## src/hdl/sevf_pkg.sv

```systemverilog
// ----------------------------------------------------------------------------
// sevf_pkg: shared types and constants of the sound event vote fusion block
// Field widths, register indexes, reset values, grade codes and
// sequencer states.
// ----------------------------------------------------------------------------
package sevf_pkg;

   // Field widths
   localparam int LABEL_W   = 4;
   localparam int CONF_W    = 16;
   localparam int TIME_W    = 63;
   localparam int TIMEOUT_W = 16;
   localparam int LEVEL_W   = 2;
   localparam int VOTES_W   = 8;

   // Configuration port
   localparam int CSR_IDX_W  = 3;
   localparam int CSR_DATA_W = 16;

   localparam logic [CSR_IDX_W-1:0] CSR_FALL_LABEL       = 3'd0;
   localparam logic [CSR_IDX_W-1:0] CSR_FALL_THRESHOLD   = 3'd1;
   localparam logic [CSR_IDX_W-1:0] CSR_OTHER_THRESHOLD  = 3'd2;
   localparam logic [CSR_IDX_W-1:0] CSR_URGENT_THRESHOLD = 3'd3;
   localparam logic [CSR_IDX_W-1:0] CSR_FALL_TIMEOUT     = 3'd4;

   // Register reset values
   localparam logic [LABEL_W-1:0]   RST_FALL_LABEL       = 4'd0;
   localparam logic [CONF_W-1:0]    RST_FALL_THRESHOLD   = 16'd39321;
   localparam logic [CONF_W-1:0]    RST_OTHER_THRESHOLD  = 16'd32768;
   localparam logic [CONF_W-1:0]    RST_URGENT_THRESHOLD = 16'd58982;
   localparam logic [TIMEOUT_W-1:0] RST_FALL_TIMEOUT     = 16'd3000;

   // Execution level codes
   localparam logic [LEVEL_W-1:0] LVL_NONE   = 2'd0;
   localparam logic [LEVEL_W-1:0] LVL_NORMAL = 2'd1;
   localparam logic [LEVEL_W-1:0] LVL_URGENT = 2'd2;

   // Vote and fall rules
   localparam int MIN_FILL_FOR_VOTE   = 3;
   localparam int MIN_VOTES_FOR_ALARM = 2;
   localparam logic [VOTES_W-1:0] VOTES_MAX = 8'd255;

   // Sequencer states
   typedef enum logic [2:0] {
      ST_IDLE,
      ST_READ,
      ST_DRAIN,
      ST_SCAN,
      ST_DECIDE,
      ST_FALL
   } state_type;

endpackage

```

## src/hdl/sound_event_vote_fusion.sv

```systemverilog
// Sequence: an accepted classify transaction walks READ, DRAIN, SCAN, DECIDE and FALL,
//    READ covering the history fill including the new label (at most HISTORY_DEPTH).
// New requests are stalled until the sequencer is back in IDLE; the single ring read port
//    and the single count-table port make the READ and SCAN passes run one entry at a time.
// A reset transaction gives no result.
// Reset: synchronous, active high; clears control, configuration and fall state.
// ----------------------------------------------------------------------------
// sound_event_vote_fusion: sliding-window majority vote with fall detection
// Grades classifier confidence, votes over a label history ring with one
// shared counter/compare unit, and runs the fall suspicion machine.
// ----------------------------------------------------------------------------
module sound_event_vote_fusion
   import sevf_pkg::*;
#(
   parameter int HISTORY_DEPTH = 8,
   parameter int NUM_CLASSES   = 16
) (
   input  logic                  clock,
   input  logic                  reset,
   // configuration write port
   input  logic                  csr_we,
   input  logic [CSR_IDX_W-1:0]  csr_index,
   input  logic [CSR_DATA_W-1:0] csr_wdata,
   // request channel
   input  logic                  req_valid,
   output logic                  req_stall,
   input  logic                  req_func,
   input  logic [LABEL_W-1:0]    req_class_label,
   input  logic [CONF_W-1:0]     req_confidence,
   input  logic [TIME_W-1:0]     req_time_ms,
   // response channel
   output logic                  rsp_valid,
   input  logic                  rsp_stall,
   output logic [LABEL_W-1:0]    rsp_fused_label,
   output logic [LEVEL_W-1:0]    rsp_urgency,
   output logic                  rsp_overridden,
   output logic                  rsp_need_prompt,
   output logic                  rsp_fall_alarm
);

   // Ring index, fill/count and class index widths
   localparam int RIW = (HISTORY_DEPTH > 1) ? $clog2(HISTORY_DEPTH) : 1;
   localparam int FW  = $clog2(HISTORY_DEPTH + 1);
   localparam int CIW = (NUM_CLASSES > 1) ? $clog2(NUM_CLASSES) : 1;

   localparam logic [RIW-1:0]     LastSlot      = RIW'(HISTORY_DEPTH - 1);
   localparam logic [FW-1:0]      DepthFill     = FW'(HISTORY_DEPTH);
   localparam logic [FW-1:0]      MinFill       = FW'(MIN_FILL_FOR_VOTE);
   localparam logic [CIW-1:0]     LastClass     = CIW'(NUM_CLASSES - 1);
   localparam logic [LABEL_W:0]   NumClassesExt = (LABEL_W+1)'(NUM_CLASSES);
   localparam logic [VOTES_W-1:0] MinAlarmVotes = VOTES_W'(MIN_VOTES_FOR_ALARM);

   // ------------------------------------------------------------------------
   // Configuration registers
   // ------------------------------------------------------------------------
   logic [LABEL_W-1:0]   fall_label_ff;
   logic [CONF_W-1:0]    fall_th_ff;
   logic [CONF_W-1:0]    other_th_ff;
   logic [CONF_W-1:0]    urgent_th_ff;
   logic [TIMEOUT_W-1:0] timeout_ff;

   always_ff @(posedge clock) begin
      if (reset) begin
         fall_label_ff <= RST_FALL_LABEL;
         fall_th_ff    <= RST_FALL_THRESHOLD;
         other_th_ff   <= RST_OTHER_THRESHOLD;
         urgent_th_ff  <= RST_URGENT_THRESHOLD;
         timeout_ff    <= RST_FALL_TIMEOUT;
      end else if (csr_we) begin
         case (csr_index)
            CSR_FALL_LABEL:       fall_label_ff <= csr_wdata[LABEL_W-1:0];
            CSR_FALL_THRESHOLD:   fall_th_ff    <= csr_wdata[CONF_W-1:0];
            CSR_OTHER_THRESHOLD:  other_th_ff   <= csr_wdata[CONF_W-1:0];
            CSR_URGENT_THRESHOLD: urgent_th_ff  <= csr_wdata[CONF_W-1:0];
            CSR_FALL_TIMEOUT:     timeout_ff    <= csr_wdata[TIMEOUT_W-1:0];
            default: ;   // drop writes beyond the register list
         endcase
      end
   end

   // ------------------------------------------------------------------------
   // Sequencer
   // ------------------------------------------------------------------------
   state_type state_ff, state_in;

   logic req_accept;
   logic classify_go;
   logic clear_go;
   logic rsp_free;
   logic rd_last;
   logic scan_last;
   logic rsp_load;

   logic [RIW-1:0] rd_idx_ff;
   logic [CIW-1:0] scan_idx_ff;
   logic [FW-1:0]  fill_ff;

   assign req_stall   = (state_ff != ST_IDLE);
   assign req_accept  = req_valid && !req_stall;
   assign classify_go = req_accept && !req_func;
   assign clear_go    = req_accept && req_func;
   assign rsp_free    = !rsp_valid || !rsp_stall;
   assign rd_last     = (FW'(rd_idx_ff) == (fill_ff - 1'b1));
   assign scan_last   = (scan_idx_ff == LastClass);

   always_ff @(posedge clock) begin
      if (reset) begin
         state_ff <= ST_IDLE;
      end else begin
         state_ff <= state_in;
      end
   end

   always_comb begin
      state_in = state_ff;
      rsp_load = 1'b0;
      case (state_ff)
         ST_IDLE: begin
            if (classify_go) state_in = ST_READ;
         end
         ST_READ: begin
            if (rd_last) state_in = ST_DRAIN;
         end
         ST_DRAIN: begin
            state_in = ST_SCAN;
         end
         ST_SCAN: begin
            if (scan_last) state_in = ST_DECIDE;
         end
         ST_DECIDE: begin
            state_in = ST_FALL;
         end
         ST_FALL: begin
            // hold the finished result until the output register frees up
            if (rsp_free) begin
               rsp_load = 1'b1;
               state_in = ST_IDLE;
            end
         end
         default: begin
            state_in = ST_IDLE;
         end
      endcase
   end

   // ------------------------------------------------------------------------
   // Latched transaction and history control
   // ------------------------------------------------------------------------
   logic [LABEL_W-1:0] lab_ff;
   logic [CONF_W-1:0]  conf_ff;
   logic [TIME_W-1:0]  time_ff;
   logic [RIW-1:0]     wp_ff;

   always_ff @(posedge clock) begin
      if (classify_go) begin
         lab_ff  <= req_class_label;
         conf_ff <= req_confidence;
         time_ff <= req_time_ms;
      end
   end

   always_ff @(posedge clock) begin
      if (reset || clear_go) begin
         wp_ff   <= '0;
         fill_ff <= '0;
      end else if (classify_go) begin
         wp_ff <= (wp_ff == LastSlot) ? '0 : wp_ff + 1'b1;
         if (fill_ff != DepthFill) fill_ff <= fill_ff + 1'b1;
      end
   end

   // Label ring: one write port at the write pointer, one registered read port
   logic [LABEL_W-1:0] ring_mem [HISTORY_DEPTH];
   logic [LABEL_W-1:0] ring_q_ff;
   logic               rd_vld_ff;

   always_ff @(posedge clock) begin
      if (classify_go) ring_mem[wp_ff] <= req_class_label;
      ring_q_ff <= ring_mem[rd_idx_ff];
   end

   always_ff @(posedge clock) begin
      if (reset) begin
         rd_vld_ff <= 1'b0;
      end else begin
         rd_vld_ff <= (state_ff == ST_READ);
      end
   end

   always_ff @(posedge clock) begin
      if (classify_go) begin
         rd_idx_ff <= '0;
      end else if (state_ff == ST_READ && !rd_last) begin
         rd_idx_ff <= rd_idx_ff + 1'b1;
      end
   end

   // ------------------------------------------------------------------------
   // Class count table with a single read/modify port, shared by the count
   // pass and the scan pass
   // ------------------------------------------------------------------------
   logic [FW-1:0]  count_ff [NUM_CLASSES];
   logic [CIW-1:0] cnt_addr;
   logic [FW-1:0]  cnt_rd;
   logic           ring_lab_ok;
   logic           cnt_inc;

   assign ring_lab_ok = ({1'b0, ring_q_ff} < NumClassesExt);
   assign cnt_inc     = rd_vld_ff && ring_lab_ok;
   assign cnt_addr    = (state_ff == ST_SCAN) ? scan_idx_ff : ring_q_ff[CIW-1:0];
   assign cnt_rd      = count_ff[cnt_addr];

   always_ff @(posedge clock) begin
      if (classify_go) begin
         for (int i = 0; i < NUM_CLASSES; i++) count_ff[i] <= '0;
      end else if (cnt_inc) begin
         count_ff[cnt_addr] <= cnt_rd + 1'b1;
      end
   end

   // Scan: keep the first class with the highest count
   logic [FW-1:0]  best_c_ff;
   logic [CIW-1:0] best_idx_ff;

   always_ff @(posedge clock) begin
      if (classify_go) begin
         best_c_ff   <= '0;
         best_idx_ff <= '0;
         scan_idx_ff <= '0;
      end else if (state_ff == ST_SCAN) begin
         if (cnt_rd > best_c_ff) begin
            best_c_ff   <= cnt_rd;
            best_idx_ff <= scan_idx_ff;
         end
         if (!scan_last) scan_idx_ff <= scan_idx_ff + 1'b1;
      end
   end

   // ------------------------------------------------------------------------
   // Decide: vote threshold, grade and elapsed time
   //   best >= floor(2*fill/3)  is the same as  3*best + 2 >= 2*fill
   // ------------------------------------------------------------------------
   logic [FW+1:0]      vote_lhs;
   logic [FW+1:0]      vote_rhs;
   logic               vote_ok;
   logic [LABEL_W-1:0] best_lab;
   logic               fuse_now;
   logic [CONF_W-1:0]  lab_th;
   logic [LEVEL_W-1:0] level_now;
   logic [TIME_W:0]    elapsed;
   logic               over_now;

   logic [LABEL_W-1:0] final_ff;
   logic               fused_ff;
   logic [LEVEL_W-1:0] level_ff;
   logic               over_ff;

   assign vote_lhs = (FW+2)'({best_c_ff, 1'b0}) + (FW+2)'(best_c_ff) + (FW+2)'(2);
   assign vote_rhs = (FW+2)'({fill_ff, 1'b0});
   assign vote_ok  = (fill_ff >= MinFill) && (best_c_ff != '0) && (vote_lhs >= vote_rhs);
   assign best_lab = LABEL_W'(best_idx_ff);
   assign fuse_now = vote_ok && (best_lab != lab_ff);

   assign lab_th = (lab_ff == fall_label_ff) ? fall_th_ff : other_th_ff;

   always_comb begin
      if (conf_ff < lab_th) begin
         level_now = LVL_NONE;
      end else if (conf_ff < urgent_th_ff) begin
         level_now = LVL_NORMAL;
      end else begin
         level_now = LVL_URGENT;
      end
   end

   // Time going backwards shows as a borrow and never counts as a timeout
   logic [TIME_W-1:0] start_ff;

   assign elapsed  = {1'b0, time_ff} - {1'b0, start_ff};
   assign over_now = !elapsed[TIME_W]
                     && ((elapsed[TIME_W-1:TIMEOUT_W] != '0)
                         || (elapsed[TIMEOUT_W-1:0] > timeout_ff));

   always_ff @(posedge clock) begin
      if (state_ff == ST_DECIDE) begin
         final_ff <= fuse_now ? best_lab : lab_ff;
         fused_ff <= fuse_now;
         level_ff <= level_now;
         over_ff  <= over_now;
      end
   end

   // ------------------------------------------------------------------------
   // Fall machine, updated together with the result load
   // ------------------------------------------------------------------------
   logic               suspected_ff;
   logic [VOTES_W-1:0] votes_ff;
   logic               is_fall;
   logic               fall_run;
   logic [VOTES_W-1:0] votes_upd;
   logic               prompt_now;
   logic               alarm_now;

   assign is_fall   = (lab_ff == fall_label_ff) && (conf_ff > fall_th_ff);
   assign fall_run  = (final_ff == fall_label_ff) || (lab_ff == fall_label_ff);
   assign votes_upd = (is_fall && votes_ff != VOTES_MAX) ? votes_ff + 1'b1 : votes_ff;

   assign prompt_now = fall_run && !suspected_ff && is_fall;
   assign alarm_now  = fall_run && suspected_ff && over_ff && (votes_upd >= MinAlarmVotes);

   always_ff @(posedge clock) begin
      if (reset || clear_go) begin
         suspected_ff <= 1'b0;
      end else if (rsp_load && fall_run) begin
         if (!suspected_ff) begin
            if (is_fall) suspected_ff <= 1'b1;
         end else if (over_ff) begin
            suspected_ff <= 1'b0;
         end
      end
   end

   // Vote count and start time survive a reset transaction; entry reloads them
   always_ff @(posedge clock) begin
      if (reset) begin
         votes_ff <= '0;
         start_ff <= '0;
      end else if (rsp_load && fall_run) begin
         if (!suspected_ff) begin
            if (is_fall) begin
               votes_ff <= VOTES_W'(1);
               start_ff <= time_ff;
            end
         end else begin
            votes_ff <= votes_upd;
         end
      end
   end

   // ------------------------------------------------------------------------
   // Output register
   // ------------------------------------------------------------------------
   logic               rsp_valid_ff;
   logic [LABEL_W-1:0] rsp_label_ff;
   logic [LEVEL_W-1:0] rsp_level_ff;
   logic               rsp_fused_ff;
   logic               rsp_prompt_ff;
   logic               rsp_alarm_ff;

   always_ff @(posedge clock) begin
      if (reset) begin
         rsp_valid_ff <= 1'b0;
      end else if (rsp_load) begin
         rsp_valid_ff <= 1'b1;
      end else if (!rsp_stall) begin
         rsp_valid_ff <= 1'b0;
      end
   end

   always_ff @(posedge clock) begin
      if (rsp_load) begin
         rsp_label_ff  <= final_ff;
         rsp_level_ff  <= level_ff;
         rsp_fused_ff  <= fused_ff;
         rsp_prompt_ff <= prompt_now;
         rsp_alarm_ff  <= alarm_now;
      end
   end

   assign rsp_valid       = rsp_valid_ff;
   assign rsp_fused_label = rsp_label_ff;
   assign rsp_urgency     = rsp_level_ff;
   assign rsp_overridden  = rsp_fused_ff;
   assign rsp_need_prompt = rsp_prompt_ff;
   assign rsp_fall_alarm  = rsp_alarm_ff;

`ifndef SYNTHESIS
   a_fill_bounded: assert property (@(posedge clock) disable iff (reset)
      fill_ff <= DepthFill)
      else $error("history fill exceeds ring depth");

   a_read_in_fill: assert property (@(posedge clock) disable iff (reset)
      (state_ff == ST_READ) |-> (FW'(rd_idx_ff) < fill_ff))
      else $error("ring read beyond written entries");

   a_rsp_from_fall: assert property (@(posedge clock) disable iff (reset)
      $rose(rsp_valid) |-> $past(state_ff == ST_FALL))
      else $error("result raised outside the final step");

   a_prompt_alarm_excl: assert property (@(posedge clock) disable iff (reset)
      rsp_valid |-> !(rsp_need_prompt && rsp_fall_alarm))
      else $error("prompt and alarm on the same result");

   a_prompt_enters: assert property (@(posedge clock) disable iff (reset)
      rsp_load && prompt_now |=> suspected_ff)
      else $error("prompt without entering suspected");
`endif

endmodule

```

## config.mk

```make
export PLATFORM = sky130hd
export DESIGN_NAME = sound_event_vote_fusion
export DESIGN_NICKNAME = d
export VERILOG_FILES = /design/src/hdl/sevf_pkg.sv /design/src/hdl/sound_event_vote_fusion.sv
export SDC_FILE = /design/constraint.sdc
export NUM_CORES = 1
export LEC_CHECK = 0
export BUFFER_PORTS_ARGS = -buffer_cell sky130_fd_sc_hd__buf_2
export CAP_MARGIN = 30
export CELL_PAD_IN_SITES_DETAIL_PLACEMENT = 0
export CELL_PAD_IN_SITES_GLOBAL_PLACEMENT = 2
export CORE_MARGIN = 4
export CORE_UTILIZATION = 25
export DETAILED_ROUTE_END_ITERATION = 8
export GPL_TIMING_DRIVEN = 0
export PLACE_DENSITY_LB_ADDON = 0.08
export SYNTH_ARGS = -nofsm -noshare
export SYNTH_HDL_FRONTEND = slang
export SYNTH_SLANG_ARGS = --single-unit
```

## constraint.sdc

```tcl
create_clock -name clock -period 15.3 [get_ports clock]
set_input_delay 3.06 -clock clock [delete_from_list [all_inputs] [get_ports clock]]
set_output_delay 3.06 -clock clock [all_outputs]
set_load 0.005 [all_outputs]
```

# [Word-level counts from Yosys, hierarchy flattened]
# Memory sizes are Yosys's and may differ from the RTL's. A register that Yosys moved wholly into a read port is not among the register bits.
# Cells that the tools add are included.
[totals] elab_cells=146 n_memories=2 ram_bits=96 output_inout_bits=11 reg_bits=267 inputBits=108
[classes] n_addsub=10 eq_ne=22 n_lt_le_gt_ge=8 reduce_logical=45 muxes=28 bitwise=2
[mem_list] memory="count_ff" depth=16 width=4 read_ports=1 rd_clocked_by_memory_dff=0 wr=16 line_no="sound_event_vote_fusion.sv:202" source="logic [FW-1:0] count_ff [NUM_CLASSES];"
[mem_list] memory="ring_mem" depth=8 width=4 read_ports=1 rd_clocked_by_memory_dff=1 wr=1 line_no="sound_event_vote_fusion.sv:173" source="logic [LABEL_W-1:0] ring_mem [HISTORY_DEPTH];"
[ops] op="subtractor 63 x 63 -> 64 bit" n=1
[ops] op="nonzero test 47 bit" n=1
[ops] op="> comparator 16 bit" n=2
[ops] op="< comparator 16 bit" n=2
[ops] op="two-way mux 8 bit" n=3
[ops] op="case mux 3 bit (6 select lines)" n=1
[ops] op="AND reduction 2 bit" n=9
[ops] op="logical AND 1 bit" n=16
[ops] op="two-way mux 16 bit" n=1
[ops] op="two-way mux 4 bit" n=4
[ops] op="two-way mux 3 bit" n=5
[ops] op="two-way mux 1 bit" n=13
[ops] op="adder 4 x 1 -> 4 bit (second input constant)" n=3
[ops] op="== test 3 x 2 -> 1 bit (second input constant)" n=4
[ops] op="== test 3 bit (second input constant)" n=4
[ops] op="adder 8 x 1 -> 8 bit (second input constant)" n=1
[ops] op="== test 4 bit" n=2
[ops] op="greater-or-equal comparator 8 x 2 -> 1 bit (second input constant)" n=1
[ops] op="!= test 2 bit (second input constant)" n=4
[ops] op="!= test 8 bit (second input constant)" n=1
[ops] op="logical NOT 1 bit" n=7
[ops] op="adder 3 x 1 -> 3 bit (second input constant)" n=2
[ops] op="adder 5 x 4 -> 6 bit" n=1
[ops] op="adder 6 x 2 -> 6 bit (second input constant)" n=1
[ops] op="other kinds (20)" n=26

# [Logic depth before layout (Yosys ltp)]
[logic_depth] depth_word=8 depth_mapped=21 mapped_depth_nobuf=21

# [Worst setup path after synthesis]
# OpenSTA, ideal clock, no wires.
[synth_timing] path_type="input to register" start="input port req_valid" end="register conf_ff[0], enable pin" stages=6 path_buffers=3 arrival_time_ps=6406 path_slack_ps=8415 setup_ps=479 required_time_ps=14821 cell_sequence="nand2_1 > or2_2 > clkbuf_1 > inv_1 > clkbuf_1 > buf_1"
[synth_via] elab_chain_len=2
[synth_lines] item="start: declaration" line_no="sound_event_vote_fusion.sv:25" source="input logic req_valid,"
[synth_lines] item="logical AND 1 bit" line_no="sound_event_vote_fusion.sv:99" source="assign req_accept = req_valid && !req_stall;"
[synth_lines] item="logical AND 1 bit" line_no="sound_event_vote_fusion.sv:100" source="assign classify_go = req_accept && !req_func;"
[synth_lines] item="via classify_go" line_no="sound_event_vote_fusion.sv:87" source="logic classify_go;"
[synth_lines] item="end signal: assignment" line_no="sound_event_vote_fusion.sv:157" source="conf_ff <= req_confidence;"
[synth_lines] item="end: declaration" line_no="sound_event_vote_fusion.sv:150" source="logic [CONF_W-1:0] conf_ff;"
# The timed path passes the listed nets, and every way through them passes these cells.
# A chain may end at the register's enable or synchronous reset.

# [Worst setup path after layout]
[layout_timing] start="register time_ff[10]" end="register over_ff (data pin)"
[layout_via] elab_chain_len=4 elab_cells_between_ends=6 classes_between="1 x add/sub; 1 x order compare; 4 x reduce/logical"
[layout_lines] item="start: declaration" line_no="sound_event_vote_fusion.sv:151" source="logic [TIME_W-1:0] time_ff;"
[layout_lines] item="start signal: assignment" line_no="sound_event_vote_fusion.sv:158" source="time_ff <= req_time_ms;"
[layout_lines] item="subtractor 63 x 63 -> 64 bit *" line_no="sound_event_vote_fusion.sv:279" source="assign elapsed = {1'b0, time_ff} - {1'b0, start_ff};"
[layout_lines] item="> comparator 16 bit or nonzero test 47 bit (tied branches)" line_no="sound_event_vote_fusion.sv:282, sound_event_vote_fusion.sv:281"
[layout_lines] item="logical OR 1 bit" line_no="sound_event_vote_fusion.sv:282" source="|| (elapsed[TIMEOUT_W-1:0] > timeout_ff));"
[layout_lines] item="logical AND 1 bit *" line_no="sound_event_vote_fusion.sv:281" source="&& ((elapsed[TIME_W-1:TIMEOUT_W] != '0)"
[layout_lines] item="via over_now" line_no="sound_event_vote_fusion.sv:251" source="logic over_now;"
[layout_lines] item="end signal: assignment" line_no="sound_event_vote_fusion.sv:289" source="over_ff <= over_now;"
[layout_lines] item="end: declaration" line_no="sound_event_vote_fusion.sv:256" source="logic over_ff;"
# The timed path passes the listed nets; every way through them passes the cells marked *.

==> impl_metrics.sql <==
INSERT INTO impl_metrics (metric_group, metric, value, unit) VALUES
('final_layout', 'finish.net_count', '2607', ''),
('sta', 'finalHoldWorstSlack', '417', 'ps'),
('synthesis', 'synth-compound-area-share', '15.5', '%'),
('synthesis', 'synth_top_family_by_area', 'simple AND/OR/NAND/NOR gates', ''),
('detailed_routing', 'route.vias.total', '16100', ''),
('floorplanning', 'floorplan.initialDensity', '25.3', '%'),
('clock_tree', 'clkLatencyLatePin', '610', 'ps'),
('setup_path', 'timing.critical_path.fanout_max', '7', ''),
('grt', 'antenna_found_initial', '3', ''),
('synthesis', 'synthesis_stage_register_bit_count', '367', ''),
('outcome', 'run_status', 'completed', ''),
('placed_design', 'io_buffer_count', '117', ''),
('final_layout', 'area_delta_synth_final', '17.7', '%'),
('detailed_routing', 'routed_via_density', '4.67', ''),
('power_and_ir_drop', 'pwr-share-comb', '26.0', '%'),
('power_and_ir_drop', 'cell_internal_pwr', '2.03', 'mW'),
('setup_path', 'worstPathArrival', '5700', 'ps'),
('setup_path', 'worstSetupStartpointType', 'flip-flop', ''),
('grt', 'grt_first_pass_wirelength', '100000', 'um'),
('detailed_routing', 'drc', '0', ''),
('power_and_ir_drop', 'vdd_drop_max', '0.133', 'mV'),
('power_and_ir_drop', 'p_clk_share', '36.4', '%'),
('sta', 'finalSetupViolations', '0', ''),
('clock_tree', 'numClockSinks', '367', ''),
('final_layout', 'layout.filler_cells', '8567', ''),
('sta', 'timing.final.crit_share', '35.5', '%'),
('floorplanning', 'placementRows', '104', ''),
('setup_path', 'path_class', 'flip-flop to flip-flop', ''),
('grt', 'grt_max_degree', '38', ''),
('floorplanning', 'boundaryPins', '119', ''),
('final_layout', 'register_area', '9310', 'sq um'),
('sta', 'worst_pin_slew', '974', 'ps'),
('sta', 'achievable-frequency', '0.184', 'GHz'),
('synthesis', 'ys_types', '81', ''),
('final_layout', 'layout_common_cells', 'nand2_1 (368), a21oi_1 (217), edfxtp_1 (196)', ''),
('clock_tree', 'cts_inserted_buffers', '47', ''),
('sta', 'max_slew_margin', '33.2', '%'),
('synthesis', 'synth_adder_area_share', '9.26', '%'),
('detailed_routing', 'drt_first_pass_iters', '5', ''),
('clock_tree', 'ctsLongestPathBuffers', '3', ''),
('grt', 'grt_overflow_total', '0', ''),
('final_layout', 'share_of_layout_cells_above_drive_strength_1', '11.5', '%'),
('floorplanning', 'die_width', '294', 'um'),
('detailed_routing', 'route.antenna.remaining_nets', '0', ''),
('grt', 'first_global_vias', '16500', ''),
('sta', 'hold_violations', '0', ''),
('synthesis', 'post_synth_instance_area', '20400', 'sq um'),
('clock_tree', 'post_cts.repair.setup_buffers', '0', ''),
('placed_design', 'dp_worst_setup_slack', '9340', 'ps'),
('sta', 'setup_repair_after_global_routing_missed_its_margin', 'no', ''),
('setup_path', 'worst_path_max_delay_cell', 'a21boi_0', ''),
('synthesis', 'synth-edff-count', '196', ''),
('sta', 'report.final.slew_viol_count', '0', ''),
('hold_path', 'hold_path.class', 'flip-flop to flip-flop', ''),
('setup_path', 'maximum_single_stage_delay_on_the_critical_path', '510', 'ps'),
('setup_path', 'setup.worst_path.end_class', 'flip-flop', ''),
('power_and_ir_drop', 'design_power_total', '3.04', 'mW'),
('synthesis', 'synth-main-ff-cell', 'edfxtp_1', ''),
('run', 'max_cap_viol_count', '0', ''),
('grt', 'grt.total_usage', '15.0', '%'),
('floorplanning', 'die_h', '294', 'um'),
('clock_tree', 'post_cts_resize_count', '0', ''),
('sta', 'timing.final.crit_period', '5430', 'ps'),
('power_and_ir_drop', 'seq_power_share', '37.6', '%'),
('placed_design', 'routabilityCongestion', '0.804', ''),
('clock_tree', 'tritoncts', 'built', ''),
('power_and_ir_drop', 'p_sw_share', '33.0', '%'),
('synthesis', 'avgSynthCellArea', '9.40', 'sq um'),
('placed_design', 'place_area', '22500', 'sq um'),
('detailed_routing', 'wl', '65500', 'um'),
('sta', 'postLayoutSetupSlackWorst', '9870', 'ps');
final timing paths:
kind	to	from	slack (ps)	cells after the start
worst max register to register	over_ff$_DFFE_PP_	time_ff[10]$_DFFE_PP_	9870	20
worst max-delay path	over_ff$_DFFE_PP_	time_ff[10]$_DFFE_PP_	9870	20
worst min-delay path	rsp_overridden$_DFFE_PP_	fused_ff$_DFFE_PP_	420	0
worst min register to register	rsp_overridden$_DFFE_PP_	fused_ff$_DFFE_PP_	420	0
cells in the mapped netlist (4+ instances only):
cell type | count | area share, %
and3_1 | 8 | 0.25
and4_1 | 5 | 0.21
a21boi_0 | 7 | 0.26
nand3_1 | 28 | 0.69
a221oi_1 | 7 | 0.30
a41oi_1 | 6 | 0.26
mux4_2 | 24 | 2.6
nand2_1 | 368 | 6.8
o21ai_0 | 76 | 1.9
xor2_1 | 29 | 1.2
buf_2 | 19 | 0.47
a21oi_2 | 4 | 0.17
a31oi_1 | 10 | 0.31
nand3b_1 | 26 | 0.96
buf_1 | 4 | 0.073
nor3b_1 | 6 | 0.22
o2111ai_1 | 5 | 0.21
inv_1 | 148 | 2.7
and2_1 | 10 | 0.31
or2_2 | 4 | 0.12
dfxtp_1 | 171 | 17
mux2i_1 | 42 | 2.1
o31ai_1 | 5 | 0.18
o31a_1 | 7 | 0.30
a21oi_1 | 217 | 5.3
o21a_1 | 26 | 0.96
a21o_1 | 41 | 1.5
a211o_1 | 10 | 0.43
mux2_2 | 9 | 0.50
a211oi_1 | 11 | 0.40
nor2b_1 | 19 | 0.58
ha_1 | 148 | 9.1
xnor2_1 | 41 | 1.8
o21bai_1 | 13 | 0.48
o211ai_1 | 9 | 0.33
nor3_1 | 21 | 0.51
nor4_1 | 12 | 0.37
a22oi_1 | 4 | 0.15
clkbuf_1 | 78 | 1.4
edfxtp_1 | 196 | 29
or3_1 | 4 | 0.12
nor2_1 | 178 | 3.3
nand2b_1 | 14 | 0.43
nand4_1 | 42 | 1.3
o21ai_1 | 5 | 0.12
layer usage:
metal / track usage, % / part of all wire [%] / vias to the layer above
li1: - / - / 8084
met1: 20.2 / 47 / 7749
met2: 25.6 / 48 / 189
met3: 1.83 / 3.0 / 78
met4: 3.78 / 2.2 / 0
met5: 0 / 0 / -
layout make-up:
| type | instances | share of cell area, % |
|---|---|---|
| Antenna cell | 2 | 0.0208 |
| Buffer | 105 | 1.87 |
| Clock buffer | 61 | 5.24 |
| Clock inverter | 25 | 1.15 |
| Inverter | 148 | 2.31 |
| Multi-Input combinational cell | 1553 | 42.1 |
| Sequential cell | 367 | 38.7 |
| Tap cell | 1060 | 5.52 |
| Timing Repair Buffer | 127 | 3.08 |
sequential cells by signal (all words and copies together), names as in the netlist, 8 cells and up:
register      flops
start_ff         63
ring_mem         32
urgent_th_ff     16
fall_th_ff       16
time_ff          63
count_ff         64
timeout_ff       16
other_th_ff      16
conf_ff          16
votes_ff          8
power by group through the flow:
stage | logic [mW] | clock network (mW) | registers [mW]
after floorplan | 0.534 | 0 | 1.15
after detailed placement | 0.803 | 0 | 1.16
after global placement | 0.805 | 0 | 1.17
after global routing | 0.878 | 1.19 | 1.15
final | 0.789 | 1.11 | 1.14
after CTS | 0.806 | 1.16 | 1.14
cell families (layout without fill, tap and decap cells):
kind of cell	after synthesis	count (layout)
multiplexers	75	75
buffers and inverters	253	466
XOR/XNOR	71	71
AO/OA/AOI/OAI	503	503
flip-flops	367	367
adder cells (fa/ha/maj)	150	150
AND/OR/NAND/NOR	754	754
other	0	2
critical path: cells and delay by family (launching register included):
family,cells,cell delay (ps)
XOR/XNOR,1,260
flip-flops,1,410
AO/OA/AOI/OAI,8,1820
AND/OR/NAND/NOR,8,1740
adder cells (fa/ha/maj),2,590
buffers and inverters,1,290
metrics by stage:
| stage | utilization [%] | cells |
|---|---|---|
| finish | 29.7 | 3448 |
| global route | 29.7 | 3446 |
| CTS | 29.7 | 3444 |
| detailed placement | 27.8 | 3358 |
| global placement | 27.6 | 3350 |
| floorplan | - | 2173 |
Note: power is estimated with default switching activity, not from simulation.
